--- config.mk ---
export PLATFORM = sky130hd
export DESIGN_NAME = aes_bdm_fifo
export DESIGN_NICKNAME = d
export VERILOG_FILES = /design/src/hw/rtl/aes_bdm_pkg.sv /design/src/hw/rtl/aes_bdm_fifo.sv
export VERILOG_INCLUDE_DIRS = /design/src /design/src/hw/rtl
export SDC_FILE = /design/constraint.sdc
export NUM_CORES = 1
export LEC_CHECK = 0
export BUFFER_PORTS_ARGS = -buffer_cell sky130_fd_sc_hd__buf_2
export CORE_MARGIN = 5
export CORE_UTILIZATION = 55
export CTS_CLUSTER_SIZE = 14
export DETAILED_ROUTE_END_ITERATION = 10
export PLACE_DENSITY_LB_ADDON = 0.15
export SLEW_MARGIN = 20
export SYNTH_ARGS = -nofsm -noshare
export SYNTH_HDL_FRONTEND = slang
export SYNTH_SLANG_ARGS = --single-unit
--- constraint.sdc ---
create_clock -name clk -period 10.45 [get_ports clk]
set_input_delay 0 -clock clk [delete_from_list [all_inputs] [get_ports clk]]
set_output_delay 0 -clock clk [all_outputs]
set_load 0.05 [all_outputs]
--- src/hw/rtl/aes_block_decrypt_modes_top_assert.svh ---
// assertion macros shared by the aes block decrypt modules
`ifndef AES_BLOCK_DECRYPT_MODES_TOP_ASSERT_SVH
`define AES_BLOCK_DECRYPT_MODES_TOP_ASSERT_SVH

// same-cycle implication, sampled on clk, off during reset
`define AES_BDM_CHECK(lbl, ante, cons) \
    lbl: assert property (@(posedge clk) disable iff (!rst_n) (ante) |-> (cons)) \
        else $error("aes_bdm check failed");

// next-cycle implication, sampled on clk, off during reset
`define AES_BDM_CHECK_NEXT(lbl, ante, cons) \
    lbl: assert property (@(posedge clk) disable iff (!rst_n) (ante) |=> (cons)) \
        else $error("aes_bdm check failed");

`endif

--- src/hw/rtl/aes_bdm_pkg.sv ---
// shared types, constants and round functions for the aes block decryptor
package aes_bdm_pkg;

    localparam int BLOCK_BITS   = 128;
    localparam int RK_ROWS      = 15;
    localparam int RK_ADDR_W    = $clog2(RK_ROWS);
    localparam int MAX_RK_WORDS = 60;
    localparam int WIDX_W       = $clog2(MAX_RK_WORDS);
    localparam int WIN_DEPTH    = 8;
    localparam int FIFO_DEPTH   = 2;
    localparam int FIFO_PTR_W   = $clog2(FIFO_DEPTH);
    localparam int FIFO_CNT_W   = $clog2(FIFO_DEPTH + 1);
    localparam int CFG_IDX_W    = 3;
    localparam int CFG_DATA_W   = 64;

    // register indexes
    localparam logic [CFG_IDX_W-1:0] REG_MODE   = 3'd0;
    localparam logic [CFG_IDX_W-1:0] REG_KLEN   = 3'd1;
    localparam logic [CFG_IDX_W-1:0] REG_KEY_A  = 3'd2;
    localparam logic [CFG_IDX_W-1:0] REG_KEY_B  = 3'd3;
    localparam logic [CFG_IDX_W-1:0] REG_KEY_C  = 3'd4;
    localparam logic [CFG_IDX_W-1:0] REG_KEY_D  = 3'd5;
    localparam logic [CFG_IDX_W-1:0] REG_SV_HI  = 3'd6;
    localparam logic [CFG_IDX_W-1:0] REG_SV_LO  = 3'd7;

    // mode and key length codes
    localparam logic [1:0] MODE_ECB  = 2'd0;
    localparam logic [1:0] MODE_CBC  = 2'd1;
    localparam logic [1:0] MODE_CFB1 = 2'd2;
    localparam logic [1:0] MODE_NONE = 2'd3;
    localparam logic [1:0] KLEN_128  = 2'd0;
    localparam logic [1:0] KLEN_192  = 2'd1;

    typedef enum logic [1:0] {
        OP_ECB,
        OP_CBC,
        OP_CFB1
    } op_t;

    typedef enum logic [2:0] {
        BS_IDLE,
        BS_KEXP,
        BS_START,
        BS_DEC,
        BS_ENC,
        BS_OUT
    } back_state_t;

    typedef struct packed {
        op_t                   op;
        logic [BLOCK_BITS-1:0] block;
    } q_entry_t;

    typedef struct packed {
        logic [1:0]   mode;
        logic [1:0]   klen;
        logic [255:0] key;
        logic [127:0] sv;
    } cfg_t;

    typedef struct packed {
        logic reload_iv;
        logic key_change;
    } cfg_evt_t;

    localparam logic [2047:0] FWD_BOX = {
        128'h637c777bf26b6fc53001672bfed7ab76, 128'hca82c97dfa5947f0add4a2af9ca472c0,
        128'hb7fd9326363ff7cc34a5e5f171d83115, 128'h04c723c31896059a071280e2eb27b275,
        128'h09832c1a1b6e5aa0523bd6b329e32f84, 128'h53d100ed20fcb15b6acbbe394a4c58cf,
        128'hd0efaafb434d338545f9027f503c9fa8, 128'h51a3408f929d38f5bcb6da2110fff3d2,
        128'hcd0c13ec5f974417c4a77e3d645d1973, 128'h60814fdc222a908846eeb814de5e0bdb,
        128'he0323a0a4906245cc2d3ac629195e479, 128'he7c8376d8dd54ea96c56f4ea657aae08,
        128'hba78252e1ca6b4c6e8dd741f4bbd8b8a, 128'h703eb5664803f60e613557b986c11d9e,
        128'he1f8981169d98e949b1e87e9ce5528df, 128'h8ca1890dbfe6426841992d0fb054bb16
    };

    localparam logic [2047:0] INV_BOX = {
        128'h52096ad53036a538bf40a39e81f3d7fb, 128'h7ce339829b2fff87348e4344c4dee9cb,
        128'h547b9432a6c2233dee4c950b42fac34e, 128'h082ea16628d924b2765ba2496d8bd125,
        128'h72f8f66486689816d4a45ccc5d65b692, 128'h6c704850fdedb9da5e154657a78d9d84,
        128'h90d8ab008cbcd30af7e45805b8b34506, 128'hd02c1e8fca3f0f02c1afbd0301138a6b,
        128'h3a9111414f67dcea97f2cfcef0b4e673, 128'h96ac7422e7ad3585e2f937e81c75df6e,
        128'h47f11a711d29c5896fb7620eaa18be1b, 128'hfc563e4bc6d279209adbc0fe78cd5af4,
        128'h1fdda8338807c731b11210592780ec5f, 128'h60517fa919b54a0d2de57a9f93c99cef,
        128'ha0e03b4dae2af5b0c8ebbb3c83539961, 128'h172b047eba77d626e169146355210c7d
    };

    function automatic logic [7:0] fwd_sub(input logic [7:0] b);
        return FWD_BOX[{~b, 3'b000} +: 8];
    endfunction

    function automatic logic [7:0] inv_sub(input logic [7:0] b);
        return INV_BOX[{~b, 3'b000} +: 8];
    endfunction

    function automatic logic [7:0] xt(input logic [7:0] a);
        return {a[6:0], 1'b0} ^ (a[7] ? 8'h1b : 8'h00);
    endfunction

    function automatic logic [31:0] sub_word(input logic [31:0] w);
        return {fwd_sub(w[31:24]), fwd_sub(w[23:16]), fwd_sub(w[15:8]), fwd_sub(w[7:0])};
    endfunction

    // number of rounds, codes two and three behave as 256-bit key
    function automatic logic [3:0] num_rounds(input logic [1:0] klen);
        logic [3:0] nr;
        unique case (klen)
            KLEN_128: nr = 4'd10;
            KLEN_192: nr = 4'd12;
            default:  nr = 4'd14;
        endcase
        return nr;
    endfunction

    function automatic logic [7:0] get_byte(input logic [127:0] s, input int idx);
        return s[127 - 8*idx -: 8];
    endfunction

    // forward round: sub bytes, shift rows, mix columns unless last, add key
    function automatic logic [127:0] enc_round(input logic [127:0] s, input logic [127:0] rk,
                                              input logic last);
        logic [7:0]   t [16];
        logic [7:0]   a0, a1, a2, a3, all;
        logic [127:0] r;
        for (int c = 0; c < 4; c++) begin
            for (int j = 0; j < 4; j++) begin
                t[j + 4*c] = fwd_sub(get_byte(s, j + 4*((c + j) & 3)));
            end
        end
        if (!last) begin
            for (int c = 0; c < 4; c++) begin
                a0 = t[4*c]; a1 = t[4*c+1]; a2 = t[4*c+2]; a3 = t[4*c+3];
                all = a0 ^ a1 ^ a2 ^ a3;
                t[4*c]   = a0 ^ all ^ xt(a0 ^ a1);
                t[4*c+1] = a1 ^ all ^ xt(a1 ^ a2);
                t[4*c+2] = a2 ^ all ^ xt(a2 ^ a3);
                t[4*c+3] = a3 ^ all ^ xt(a3 ^ a0);
            end
        end
        for (int i = 0; i < 16; i++) begin
            r[127 - 8*i -: 8] = t[i];
        end
        return r ^ rk;
    endfunction

    // inverse round: inv shift rows, inv sub bytes, add key, inv mix unless last
    function automatic logic [127:0] dec_round(input logic [127:0] s, input logic [127:0] rk,
                                              input logic last);
        logic [7:0]   t [16];
        logic [7:0]   m [4][4];
        logic [127:0] r;
        for (int c = 0; c < 4; c++) begin
            for (int j = 0; j < 4; j++) begin
                t[j + 4*c] = inv_sub(get_byte(s, j + 4*((c + 4 - j) & 3))) ^
                             get_byte(rk, j + 4*c);
            end
        end
        if (!last) begin
            for (int c = 0; c < 4; c++) begin
                for (int j = 0; j < 4; j++) begin
                    m[j][0] = t[4*c+j];
                    m[j][1] = xt(m[j][0]);
                    m[j][2] = xt(m[j][1]);
                    m[j][3] = xt(m[j][2]);
                end
                // 14 = 8+4+2, 11 = 8+2+1, 13 = 8+4+1, 9 = 8+1
                t[4*c]   = (m[0][3]^m[0][2]^m[0][1]) ^ (m[1][3]^m[1][1]^m[1][0]) ^
                           (m[2][3]^m[2][2]^m[2][0]) ^ (m[3][3]^m[3][0]);
                t[4*c+1] = (m[0][3]^m[0][0]) ^ (m[1][3]^m[1][2]^m[1][1]) ^
                           (m[2][3]^m[2][1]^m[2][0]) ^ (m[3][3]^m[3][2]^m[3][0]);
                t[4*c+2] = (m[0][3]^m[0][2]^m[0][0]) ^ (m[1][3]^m[1][0]) ^
                           (m[2][3]^m[2][2]^m[2][1]) ^ (m[3][3]^m[3][1]^m[3][0]);
                t[4*c+3] = (m[0][3]^m[0][1]^m[0][0]) ^ (m[1][3]^m[1][2]^m[1][0]) ^
                           (m[2][3]^m[2][0]) ^ (m[3][3]^m[3][2]^m[3][1]);
            end
        end
        for (int i = 0; i < 16; i++) begin
            r[127 - 8*i -: 8] = t[i];
        end
        return r;
    endfunction

endpackage

--- src/hw/rtl/aes_bdm_fifo.sv ---
// two-entry item queue between front and back
module aes_bdm_fifo
    import aes_bdm_pkg::*;
(
    input  logic     clk,
    input  logic     rst_n,
    input  logic     push,
    input  q_entry_t push_entry,
    output logic     full,
    input  logic     pop,
    output logic     q_valid,
    output q_entry_t q_entry
);

    q_entry_t                slot_reg [FIFO_DEPTH];
    logic [FIFO_PTR_W-1:0]   wr_ptr_reg, wr_ptr_next;
    logic [FIFO_PTR_W-1:0]   rd_ptr_reg, rd_ptr_next;
    logic [FIFO_CNT_W-1:0]   count_reg, count_next;

    assign full    = (count_reg == FIFO_CNT_W'(FIFO_DEPTH));
    assign q_valid = (count_reg != '0);
    assign q_entry = slot_reg[rd_ptr_reg];

    always_comb
    begin
        wr_ptr_next = push ? wr_ptr_reg + 1'b1 : wr_ptr_reg;
        rd_ptr_next = pop ? rd_ptr_reg + 1'b1 : rd_ptr_reg;
        count_next  = count_reg;
        if (push && !pop)
        begin
            count_next = count_reg + 1'b1;
        end
        else if (pop && !push)
        begin
            count_next = count_reg - 1'b1;
        end
    end

    always_ff @(posedge clk or negedge rst_n)
    begin
        if (!rst_n)
        begin
            wr_ptr_reg <= '0;
            rd_ptr_reg <= '0;
            count_reg  <= '0;
        end
        else
        begin
            wr_ptr_reg <= wr_ptr_next;
            rd_ptr_reg <= rd_ptr_next;
            count_reg  <= count_next;
        end
    end

    always_ff @(posedge clk)
    begin
        if (push)
        begin
            slot_reg[wr_ptr_reg] <= push_entry;
        end
    end

`include "aes_block_decrypt_modes_top_assert.svh"

    `AES_BDM_CHECK(a_no_push_when_full, full, !push)
    `AES_BDM_CHECK(a_no_pop_when_empty, !q_valid, !pop)
    `AES_BDM_CHECK_NEXT(a_count_up, push && !pop, count_reg == $past(count_reg) + 1'b1)

endmodule

# ---- Word level (Yosys, flattened, before mapping)
# Memories as Yosys holds them, arrays and structs flattened.
# Cells that the tools add are included.
dict set report word_totals {
  input_bits 134
  mem_bits_rw 260
  out_inout_bits 132
  mem_count 1
  elab_cells 19
  reg_bits 4
}
dict set report classes {
  reduce_logical 6
  n_addsub 4
  n_mux 4
  eq_ne 1
}
# name depth width read_ports rd_clocked_by_memory_dff write_ports line_no
set mem_list {}
lappend mem_list {slot_reg 2 130 1 0 1 aes_bdm_fifo.sv:15} ;# q_entry_t slot_reg [FIFO_DEPTH];
# operator count
set op_table {}
lappend op_table {{two-way mux 2 bit} 2}
lappend op_table {{nonzero test 2 bit} 2}
lappend op_table {{adder 1 bit (second input constant)} 2}
lappend op_table {{adder 2 x 1 -> 2 bit (second input constant)} 1}
lappend op_table {{== test 2 bit (second input constant)} 1}
lappend op_table {{logical AND 1 bit} 2}
lappend op_table {{logical NOT 1 bit} 2}
lappend op_table {{two-way mux 1 bit} 2}
lappend op_table {{subtractor 2 x 1 -> 2 bit (second input constant)} 1}

# ---- Depth between registers and ports, before layout
# Gate-level depths: netlist (run 1).
dict set report depth {
  depth_word 4
  mapped_depth 5
  depth_no_buf 5
}

# ---- Least setup slack after synthesis (run 1)
# No wires, ideal clock.
dict set report synth_path {
  path_type {flip-flop to flip-flop}
  startpoint {register wr_ptr_reg}
  endpoint {memory slot_reg[0][0] in the netlist's numbering, enable pin}
  stages_incl_launch_ff 2
  path_slack_ps 3668
  setup_ps 636
  n_path_buf 0
  synth_period_minus_slack_ps 6782
  t_required_ps 9814
  arrival_time_ps 6146
  cell_sequence {dfrtp_1 -> nor2b_1}
}
# element line_no
set synth_lines {}
lappend synth_lines {{from (decl)} aes_bdm_fifo.sv:16} ;# logic [FIFO_PTR_W-1:0] wr_ptr_reg, wr_ptr_next;
lappend synth_lines {{from (signal assigned)} aes_bdm_fifo.sv:49} ;# wr_ptr_reg <= wr_ptr_next;
lappend synth_lines {{to (decl)} aes_bdm_fifo.sv:15}
# Straight into the memory's write port.

==> impl_metrics.tcl, run 1 <==
set metrics [dict create \
    rsz0062_at_grt "no" \
    criticalPathCategory "reg -> out" \
    fin_nets 973 \
    seqCellArea_sq_mm 0.00791 \
    clkPwrFrac 0.207 \
    p_comb_frac 0.423 \
    cts_resized 0 \
    dr.pass1.iters 4 \
    setup_tns_ns 0 \
    setup_viol_count_final 0 \
    via_per_inst 4.97 \
    antenna_found_initial 2 \
    ys_async_sr_fraction 0.0152 \
    drv_cap 0 \
    drc 0 \
    synth_top_area_frac 0.785 \
    cts_made_buffers 26 \
    hold_ws_ns 0.215 \
    synth_fp_nets 556 \
    fillers 1046 \
    synthFlopType "edfxtp_1" \
    fp.dieH_microns 144 \
    dp_hpwl_microns 12400 \
    gp_congestion 0.763 \
    timing.slew.headroom 0.306 \
    cts_tree "yes" \
    synth_cells 421 \
    startpoint_type "register" \
    switching_share 0.400 \
    dr.first_iter.drc_count 264 \
    grt_max_degree 78 \
    dieArea_sq_mm 0.0209 \
    synth_common_cells "260 x edfxtp_1, 90 x mux2_4, 40 x mux2_2" \
    synthesis.area_sq_mm 0.00995 \
    rows 49 \
    io_pins 266 \
    cts-root-buf "clkbuf_16" \
    wl_per_cell_microns 18.8 \
    drt_wl_total_microns 20500 \
    synth_area_per_cell_sq_um 23.6 \
    num_vias 5411 \
    outcome "completed" \
    switchingPower_w 0.00161 \
    peakVddDrop_uv 250 \
    critPathRequiredTime_ns 10.45 \
    io_buffer_count 265 \
    clock_path_buffers 3 \
    path_clk_slew_ns 0.06 \
    tightest_slew_ns 1.04 \
    ys_top_cells_by_area "edfxtp_1 79%, mux2_4 14%, mux2_2 4.5%" \
    hold_viol 0 \
    synth_enable_flop_cells 260 \
    syn_to_final_growth_pct 36.4 \
    largest_register_ffs 260 \
    grt_pass1_vias 5728 \
    seq_area_frac_synth 0.795 \
    coreArea_sq_mm 0.0179 \
    synth-seq-cells 264 \
    fin_crit_ns 2.76 \
    drive_above_1_share 0.507 \
    multiInputGateArea_sq_mm 0.00190 \
    yosysTopAreaCell "edfxtp_1" \
    fin_crit_sh 0.264 \
    ys.warnings.count 0 \
    track_usage 0.186 \
    cts.sinks 264 \
    die_w_microns 144 \
    max_clock_freq_mhz 363 \
    seqPwrFrac 0.370 \
    grt.overflow.total 0 \
    crit_arrival_ns 2.76 \
    final_max_slew_viol_count 0 \
    synth_most_common_cell "edfxtp_1" \
    power.leakage_nw 5.43 \
    ys_types 15 \
    grt_pass1_wl_microns 29900 \
    ant_nets 0 \
    initial_core_util 0.556 \
    power_density_mw_per_mm2 297 \
    cts_max_level 1 \
    min_path_type "in -> reg" \
    clkLatencyLatePin_ns 0.51 \
    path_max_fanout 57 \
    intPower_w 0.00242 \
    fin_skew_ns 0.0103 \
    endpoint_kind "primary output" \
]
-- stage by stage --
step	instances	cell area, sq um	utilization	power, W	setup slack, ns
3_3_place_gp	905	11500	0.640	0.00316	8.02
6_report	1088	13600	0.758	0.00402	7.69
2_1_floorplan	421	9950	-	0.00291	3.67
4_1_cts	1085	13600	0.757	0.00405	7.68
5_1_grt	1087	13600	0.758	0.00418	7.58
3_5_place_dp	905	11500	0.640	0.00318	7.96
-- power groups by stage --
stage	Sequential, W	Clock, W	Combinational, W
floorplan	0.00150	0	0.00141
global placement	0.00150	0	0.00166
detailed placement	0.00151	0	0.00167
CTS	0.00149	0.000845	0.00171
global route	0.00151	0.000899	0.00177
finish	0.00149	0.000834	0.00170
-- per-layer routing --
metal	routed length (microns)	part of all wire	up-vias	GRT usage
met2	10200	0.50	215	0.316
li1	-	-	2512	-
met3	1650	0.081	42	0.0473
met4	586	0.029	0	0.0623
met5	0	0	-	0
met1	8060	0.39	2642	0.235
-- cells by family (layout without fill, tap and decap cells) --
kind of cell	count (synthesis)	after routing	synth area share
xor+xnor	5	5	0.00440
mux	130	130	0.181
simple gates	5	5	0.00289
flops	264	264	0.795
fa+ha+maj	1	1	0.00126
other cells	0	3	0
buf+inv	16	451	0.0152
-- worst paths after layout --
path	startpoint	end	slack, ns	depth (start not counted)
hold / removal	push_entry[128]	slot_reg[1][128]	0.21	2
hold reg to reg	count_reg[1]	count_reg[1]	0.51	1
max in group asynchronous	rst_n	rd_ptr_reg	9.84	3
setup reg to reg	wr_ptr_reg	slot_reg[1][102]	8.00	2
setup / recovery	rd_ptr_reg	q_entry[125]	7.69	3
min in group asynchronous	rst_n	count_reg[1]	0.41	3
-- critical path, stage by stage, from the launching register on --
cell,delay (ns)
dfrtp_4,0.75
buf_4,0.76
mux2_2,0.43
buf_2,0.22
-- layout by cell type, fill, tap and decap left out --
master and n:
mux2_4 90, dlygate4sd3_1 134, clkinv_1 5, ha_1 1
dfrtp_4 1, nor2b_1 1, dfrtp_1 3, buf_2 265
nor2b_4 1, and2_4 1, xnor2_1 1, clkbuf_1 11
inv_6 1, inv_1 1, clkbuf_16 27, xor2_1 4
or2_2 1, mux2_2 40, nor2_1 1, clkinv_2 2
edfxtp_1 260, buf_4 5, diode_2 3
-- layout make-up --
type | count | share of cell area
sequential | 264 | 0.583
timing repair buffer | 404 | 0.199
multi-input combinational | 141 | 0.140
clock buffer | 38 | 0.0529
tap | 229 | 0.0211
clock inverter | 8 | 0.00277
antenna | 3 | 0.000553
inverter | 1 | 0.000277
-- timing repair --
item,4_1_cts,5_1_grt
endpoints found under the hold margin,267,0
endpoints found under the setup margin,0,0
hold buffers,134,0
setup buffers,0,0
(Power assumes the default switching activity.)
==> run 2, diff against run 1 <==
--- a/config.mk
+++ b/config.mk
@@ -6,9 +6,10 @@
 export SDC_FILE = /design/constraint.sdc
 export NUM_CORES = 1
 export LEC_CHECK = 0
+export ABC_AREA = 1
 export BUFFER_PORTS_ARGS = -buffer_cell sky130_fd_sc_hd__buf_2
 export CORE_MARGIN = 5
-export CORE_UTILIZATION = 55
+export CORE_UTILIZATION = 47
 export CTS_CLUSTER_SIZE = 14
 export DETAILED_ROUTE_END_ITERATION = 10
 export PLACE_DENSITY_LB_ADDON = 0.15
==> constraint.sdc (replaced) <==
create_clock -name clk -period 2.23 [get_ports clk]
set_input_delay 0 -clock clk [delete_from_list [all_inputs] [get_ports clk]]
set_output_delay 0 -clock clk [all_outputs]
set_load 0.05 [all_outputs]
==> run 2 against run 1 <==
Compared with the run above: routed wire length fell by 2.0%; combinational power rose to 4.9 times the previous value; cell count rose by 5.8%; area after synthesis rose by 0.18%; non-clock buffer count rose by 9; setup slack got worse by 7.5 ns; clock skew fell by 0.0042 ns; sequential share of layout area fell by 1.4 points; register-to-register slack got worse by 7.2 ns.
==> impl_metrics.tcl, run 2 <==
set metrics [dict create \
    synth-seq-cells 264 \
    seqCellArea_sq_mm 0.00791 \
    dieArea_sq_mm 0.0242 \
    power_density_mw_per_mm2 1390 \
    initial_core_util 0.475 \
    synthesis.area_sq_mm 0.00996 \
    antenna_found_initial 1 \
    wl_per_cell_microns 17.4 \
    coreArea_sq_mm 0.0210 \
    fin_skew_ns 0.00604 \
    drt_wl_total_microns 20000 \
    ys_top_cells_by_area "edfxtp_1 78%, mux2_4 14%, mux2_2 4.5%" \
    grt_pass1_wl_microns 30600 \
    rows 53 \
    cts_max_level 1 \
    synth_most_common_cell "edfxtp_1" \
    cts_tree "yes" \
    dp_hpwl_microns 13000 \
    cts.sinks 264 \
    path_clk_slew_ns 0.06 \
    peakVddDrop_uv 1050 \
    num_vias 5366 \
    largest_register_ffs 260 \
    use_met1 0.193 \
    min_path_type "in -> reg" \
    final_common_cell "buf_2" \
    yosysTopAreaCell "edfxtp_1" \
    io_pins 266 \
    place_ws_ns 0.587 \
    clkPwrFrac 0.213 \
    ys_async_sr_fraction 0.0152 \
    syn_to_final_growth_pct 39.5 \
    path_max_fanout 14 \
    io_buffer_count 265 \
    dr.pass1.iters 4 \
    tightest_slew_ns 0.349 \
    dr.first_iter.drc_count 222 \
    cpPeakStageDelay_ns 0.62 \
    grtUsageMet3 0.0455 \
    synth_cells 430 \
    endpoint_kind "primary output" \
    fp.dieH_microns 156 \
    synthFlopType "edfxtp_1" \
    synth_common_cells "260 x edfxtp_1, 90 x mux2_4, 40 x mux2_2" \
    busiest_layer "met2" \
    setup_tns_ns 0 \
    ant_nets 0 \
    seqPwrFrac 0.357 \
    synth_fp_nets 565 \
    fillers 1489 \
    ys.warnings.count 0 \
    grt.overflow.total 0 \
    power.leakage_nw 5.57 \
    critPathRequiredTime_ns 2.23 \
    rsz0062_at_grt "no" \
    mostFrequentLayoutCells "265 x buf_2, 260 x edfxtp_1, 134 x dlygate4sd3_1, 90 x mux2_4, 40 x mux2_2" \
    crit_chain "buf_4 -> mux2_2 -> buf_2" \
    outcome "completed" \
    ys_types 15 \
    cts_made_buffers 27 \
    track_usage 0.159 \
    grt_use_met2 0.280 \
    gp_congestion 0.757 \
    clkLatencyLatePin_ns 0.51 \
    switching_share 0.392 \
    intPower_w 0.0117 \
    drive_above_1_share 0.511 \
    crit_arrival_ns 2.00 \
    criticalPathCategory "reg -> out" \
    critPathBufInv 2 \
    startpoint_type "register" \
    synth_enable_flop_cells 260 \
    setup_slack_ns 0.232 \
    cp_top_family "flip-flops" \
    setup_viol_count_final 0 \
    timing.slew.headroom 0.767 \
    fin_crit_ns 2.00 \
    final_max_slew_viol_count 0 \
    grt_pass1_vias 5903 \
    p_comb_frac 0.431 \
    max_clock_freq_mhz 500 \
    switchingPower_w 0.00758 \
    clock_path_buffers 3 \
    fin_nets 992 \
    drc 0 \
    multiInputGateArea_sq_mm 0.00189 \
    die_w_microns 156 \
    drv_cap 0 \
    hold_viol 0 \
    seq_area_frac_synth 0.794 \
    crit_slowest_cell "dfrtp_4" \
    synth_area_per_cell_sq_um 23.2 \
    cts-root-buf "clkbuf_16" \
    synth_top_area_frac 0.784 \
    grt_max_degree 52 \
    via_per_inst 4.66 \
    fin_crit_sh 0.896 \
    cts_resized 0 \
]
==> run 2: changes by cell type in the layout (fill, tap and decap cells not counted), moves of 2 or more <==
| cell | before | now |
|---|---|---|
| xor2_1 | 4 | 2 |
| clkbuf_1 | 11 | 4 |
| nand2_1 | 0 | 5 |
| clkinv_1 | 5 | 9 |
| clkinv_2 | 2 | 4 |
| buf_12 | 0 | 9 |
| diode_2 | 3 | 1 |
| inv_1 | 1 | 6 |
| bufinv_16 | 0 | 2 |
==> run 2: area by class of cell <==
| cell class | count | share of cell area |
|---|---|---|
| multi-input combinational | 144 | 0.136 |
| antenna | 1 | 0.000180 |
| tap | 275 | 0.0248 |
| timing repair buffer | 413 | 0.209 |
| clock buffer | 31 | 0.0497 |
| inverter | 7 | 0.00216 |
| sequential | 264 | 0.569 |
| clock inverter | 16 | 0.00882 |
==> run 2: stage by stage <==
step	hold WS [ns]	cells	util	total power, W	instance area, sq um
finish	0.214	1151	0.663	0.0193	13900
global route	0.193	1151	0.663	0.0201	13900
CTS	0.179	1149	0.662	0.0195	13900
detailed placement	-0.187	968	0.559	0.0152	11700
global placement	-0.190	968	0.559	0.0151	11700
floorplan	-0.296	430	-	0.0135	9980
==> run 2: final timing paths <==
path | from | to | slack, ns | cells after the start
worst min-delay path | push_entry[13] | slot_reg[0][13] | 0.21 | 2
worst max-delay path | rd_ptr_reg | q_entry[108] | 0.23 | 3
worst min register to register | count_reg[1] | count_reg[1] | 0.49 | 2
worst max register to register | wr_ptr_reg | slot_reg[1][42] | 0.84 | 3
max in group asynchronous | rst_n | rd_ptr_reg | 1.64 | 3
min in group asynchronous | rst_n | count_reg[0] | 0.40 | 3
==> run 2: cell families (layout without fill, tap and decap cells) <==
kind of cell             Yosys count  in the layout  share of synthesized area
buffers and inverters             22            467                     0.0175
other                              0              1                          0
AND/OR/NAND/NOR                   10             10                    0.00414
multiplexers                     130            130                      0.181
adder cells (fa/ha/maj)            1              1                    0.00126
flip-flops                       264            264                      0.794
XOR/XNOR                           3              3                    0.00264
==> run 2: worst reg2reg max path: stages (launching register included) <==
cell        delay, ns
dfrtp_1          0.43
nand2_2          0.09
clkinvlp_4       0.17
buf_4            0.36
==> run 2: layer usage <==
| metal | share of wire | wire length, microns |
|---|---|---|
| met1 | 0.40 | 7940 |
| met2 | 0.50 | 10100 |
| met3 | 0.084 | 1680 |
| met4 | 0.017 | 348 |
| met5 | 0 | 0 |
==> run 2: power by group through the flow <==
stage                     Clock, W  Combinational [W]  Sequential [W]
after CTS                  0.00424            0.00831         0.00695
after global routing       0.00447            0.00868         0.00697
final                      0.00411            0.00832         0.00689
after global placement           0            0.00806         0.00700
after floorplan                  0            0.00661         0.00691
after detailed placement         0            0.00811         0.00705
==> run 2: what timing repair did <==
item / 4_1_cts / 5_1_grt
hold endpoints to repair: 271 / 0
hold buffers: 134 / 0
setup buffers: 0 / 1
endpoints found under the setup margin: 0 / 17
==> run 3, diff against run 2 <==
--- a/config.mk
+++ b/config.mk
@@ -12,7 +12,7 @@
 export CORE_UTILIZATION = 47
 export CTS_CLUSTER_SIZE = 14
 export DETAILED_ROUTE_END_ITERATION = 10
-export PLACE_DENSITY_LB_ADDON = 0.15
+export PLACE_DENSITY = 0.75
 export SLEW_MARGIN = 20
 export SYNTH_ARGS = -nofsm -noshare
 export SYNTH_HDL_FRONTEND = slang
==> run 3 against run 2 <==
Compared with the run above: clock power about the same; critical path depth unchanged; fmax decreased by 6.7%; sequential share of layout area increased by 0.47 points; largest power group unchanged; highest routed layer unchanged.
==> impl_metrics.tcl, run 3 (synthesis results as in run 2) <==
set metrics [dict create \
    outcome "completed" \
    multiInputGateArea_sq_mm 0.00189 \
    fin_skew_ns 0.0157 \
    io_buffer_count 265 \
    criticalPathCategory "reg -> out" \
    cts.sinks 264 \
    drt_wl_total_microns 21400 \
    cts-root-buf "clkbuf_16" \
    largest_register_ffs 260 \
    diodes 0 \
    drive_above_1_share 0.508 \
    timing.slew.headroom 0.544 \
    clock_path_buffers 3 \
    startpoint_type "register" \
    cts_resized 0 \
    fillers 1397 \
    dr.first_iter.drc_count 325 \
    coreArea_sq_mm 0.0210 \
    power_w 0.0192 \
    setup_viol_count_final 0 \
    drv_cap 0 \
    track_usage 0.171 \
    cts_tree "yes" \
    num_vias 5514 \
    dieArea_sq_mm 0.0242 \
    seqCellArea_sq_mm 0.00791 \
    initial_core_util 0.475 \
    setup_slack_ns 0.0884 \
    fp.dieH_microns 156 \
    ant_nets 0 \
    final_common_cell "buf_2" \
    via_per_inst 4.82 \
    dr.pass1.iters 4 \
    fin_crit_ns 2.14 \
    cts_hold_buf 134 \
    fin_cells 1143 \
    final_max_slew_viol_count 0 \
    grt_max_degree 93 \
    fin_crit_sh 0.960 \
    reg2reg_depth 2 \
    hold_path_depth 2 \
    drc 0 \
    max_clock_freq_mhz 467 \
    grt_pass1_vias 6131 \
    grt_pass1_wl_microns 32700 \
    place_ws_ns 0.634 \
    rsz0062_at_grt "no" \
    path_clk_slew_ns 0.06 \
    path_max_fanout 92 \
    gp_congestion 0.827 \
    io_pins 266 \
    rows 53 \
    mostFrequentLayoutCells "265 x buf_2, 260 x edfxtp_1, 134 x dlygate4sd3_1, 90 x mux2_4, 40 x mux2_2" \
    grt.overflow.total 0 \
    crit_arrival_ns 2.14 \
    wl_per_cell_microns 18.7 \
    antenna_found_initial 0 \
    cts_max_level 1 \
    cts_setup_buffers 0 \
    power_density_mw_per_mm2 1390 \
    clkLatencyLatePin_ns 0.51 \
    hold_viol 0 \
    tightest_slew_ns 0.685 \
    cts_made_buffers 27 \
    peakVddDrop_uv 981 \
    die_w_microns 156 \
    dp_cells 961 \
    min_path_type "in -> reg" \
    endpoint_kind "primary output" \
    hold_ws_ns 0.217 \
    dp_hpwl_microns 13000 \
    power.leakage_nw 5.51 \
    syn_to_final_growth_pct 38.3 \
    critPathRequiredTime_ns 2.23 \
    fin_nets 984 \
]
[run 3: final timing paths]
check / start / end / slack [ns]
worst max-delay path: rd_ptr_reg / q_entry[113] / 0.09
worst min-delay path: push_entry[122] / slot_reg[0][122] / 0.22
worst max register to register: wr_ptr_reg / slot_reg[0][77] / 0.76
worst min register to register: count_reg[1] / count_reg[1] / 0.51
max in group asynchronous: rst_n / rd_ptr_reg / 1.60
min in group asynchronous: rst_n / rd_ptr_reg / 0.42
[run 3: cell type report]
cell class	count	area share
inverters	7	0.00218
repair buffers	405	0.202
well taps	275	0.0250
multi-input cells	144	0.137
clock inverters	14	0.00844
flip-flops and latches	264	0.574
clock buffers	34	0.0509
[run 3: per-stage QoR]
| step | utilization | instance area, sq um | TNS (ns) |
|---|---|---|---|
| 6_report | 0.658 | 13800 | 0 |
| 5_1_grt | 0.658 | 13800 | 0 |
| 4_1_cts | 0.658 | 13800 | 0 |
| 3_5_place_dp | 0.555 | 11600 | 0 |
| 3_3_place_gp | 0.555 | 11600 | 0 |
| 2_1_floorplan | - | 9980 | -145.06 |
[run 3: worst max-delay path: stages (launching register included)]
cell and delay, ns:
dfrtp_4 0.44, buf_12 0.42, mux2_2 0.41, buf_2 0.21
[run 3: per-layer routing]
| metal | vias to the layer above | wire length, microns | track usage |
|---|---|---|---|
| met5 | - | 0 | 0 |
| met2 | 230 | 11300 | 0.313 |
| met3 | 34 | 1560 | 0.0361 |
| met1 | 2719 | 8120 | 0.207 |
| met4 | 0 | 420 | 0.0434 |
| li1 | 2531 | - | - |
[run 3: power by group]
part           internal, W  switching [W]
clock network      0.00244        0.00169
logic              0.00259        0.00564
registers          0.00659       0.000268
total               0.0116        0.00760
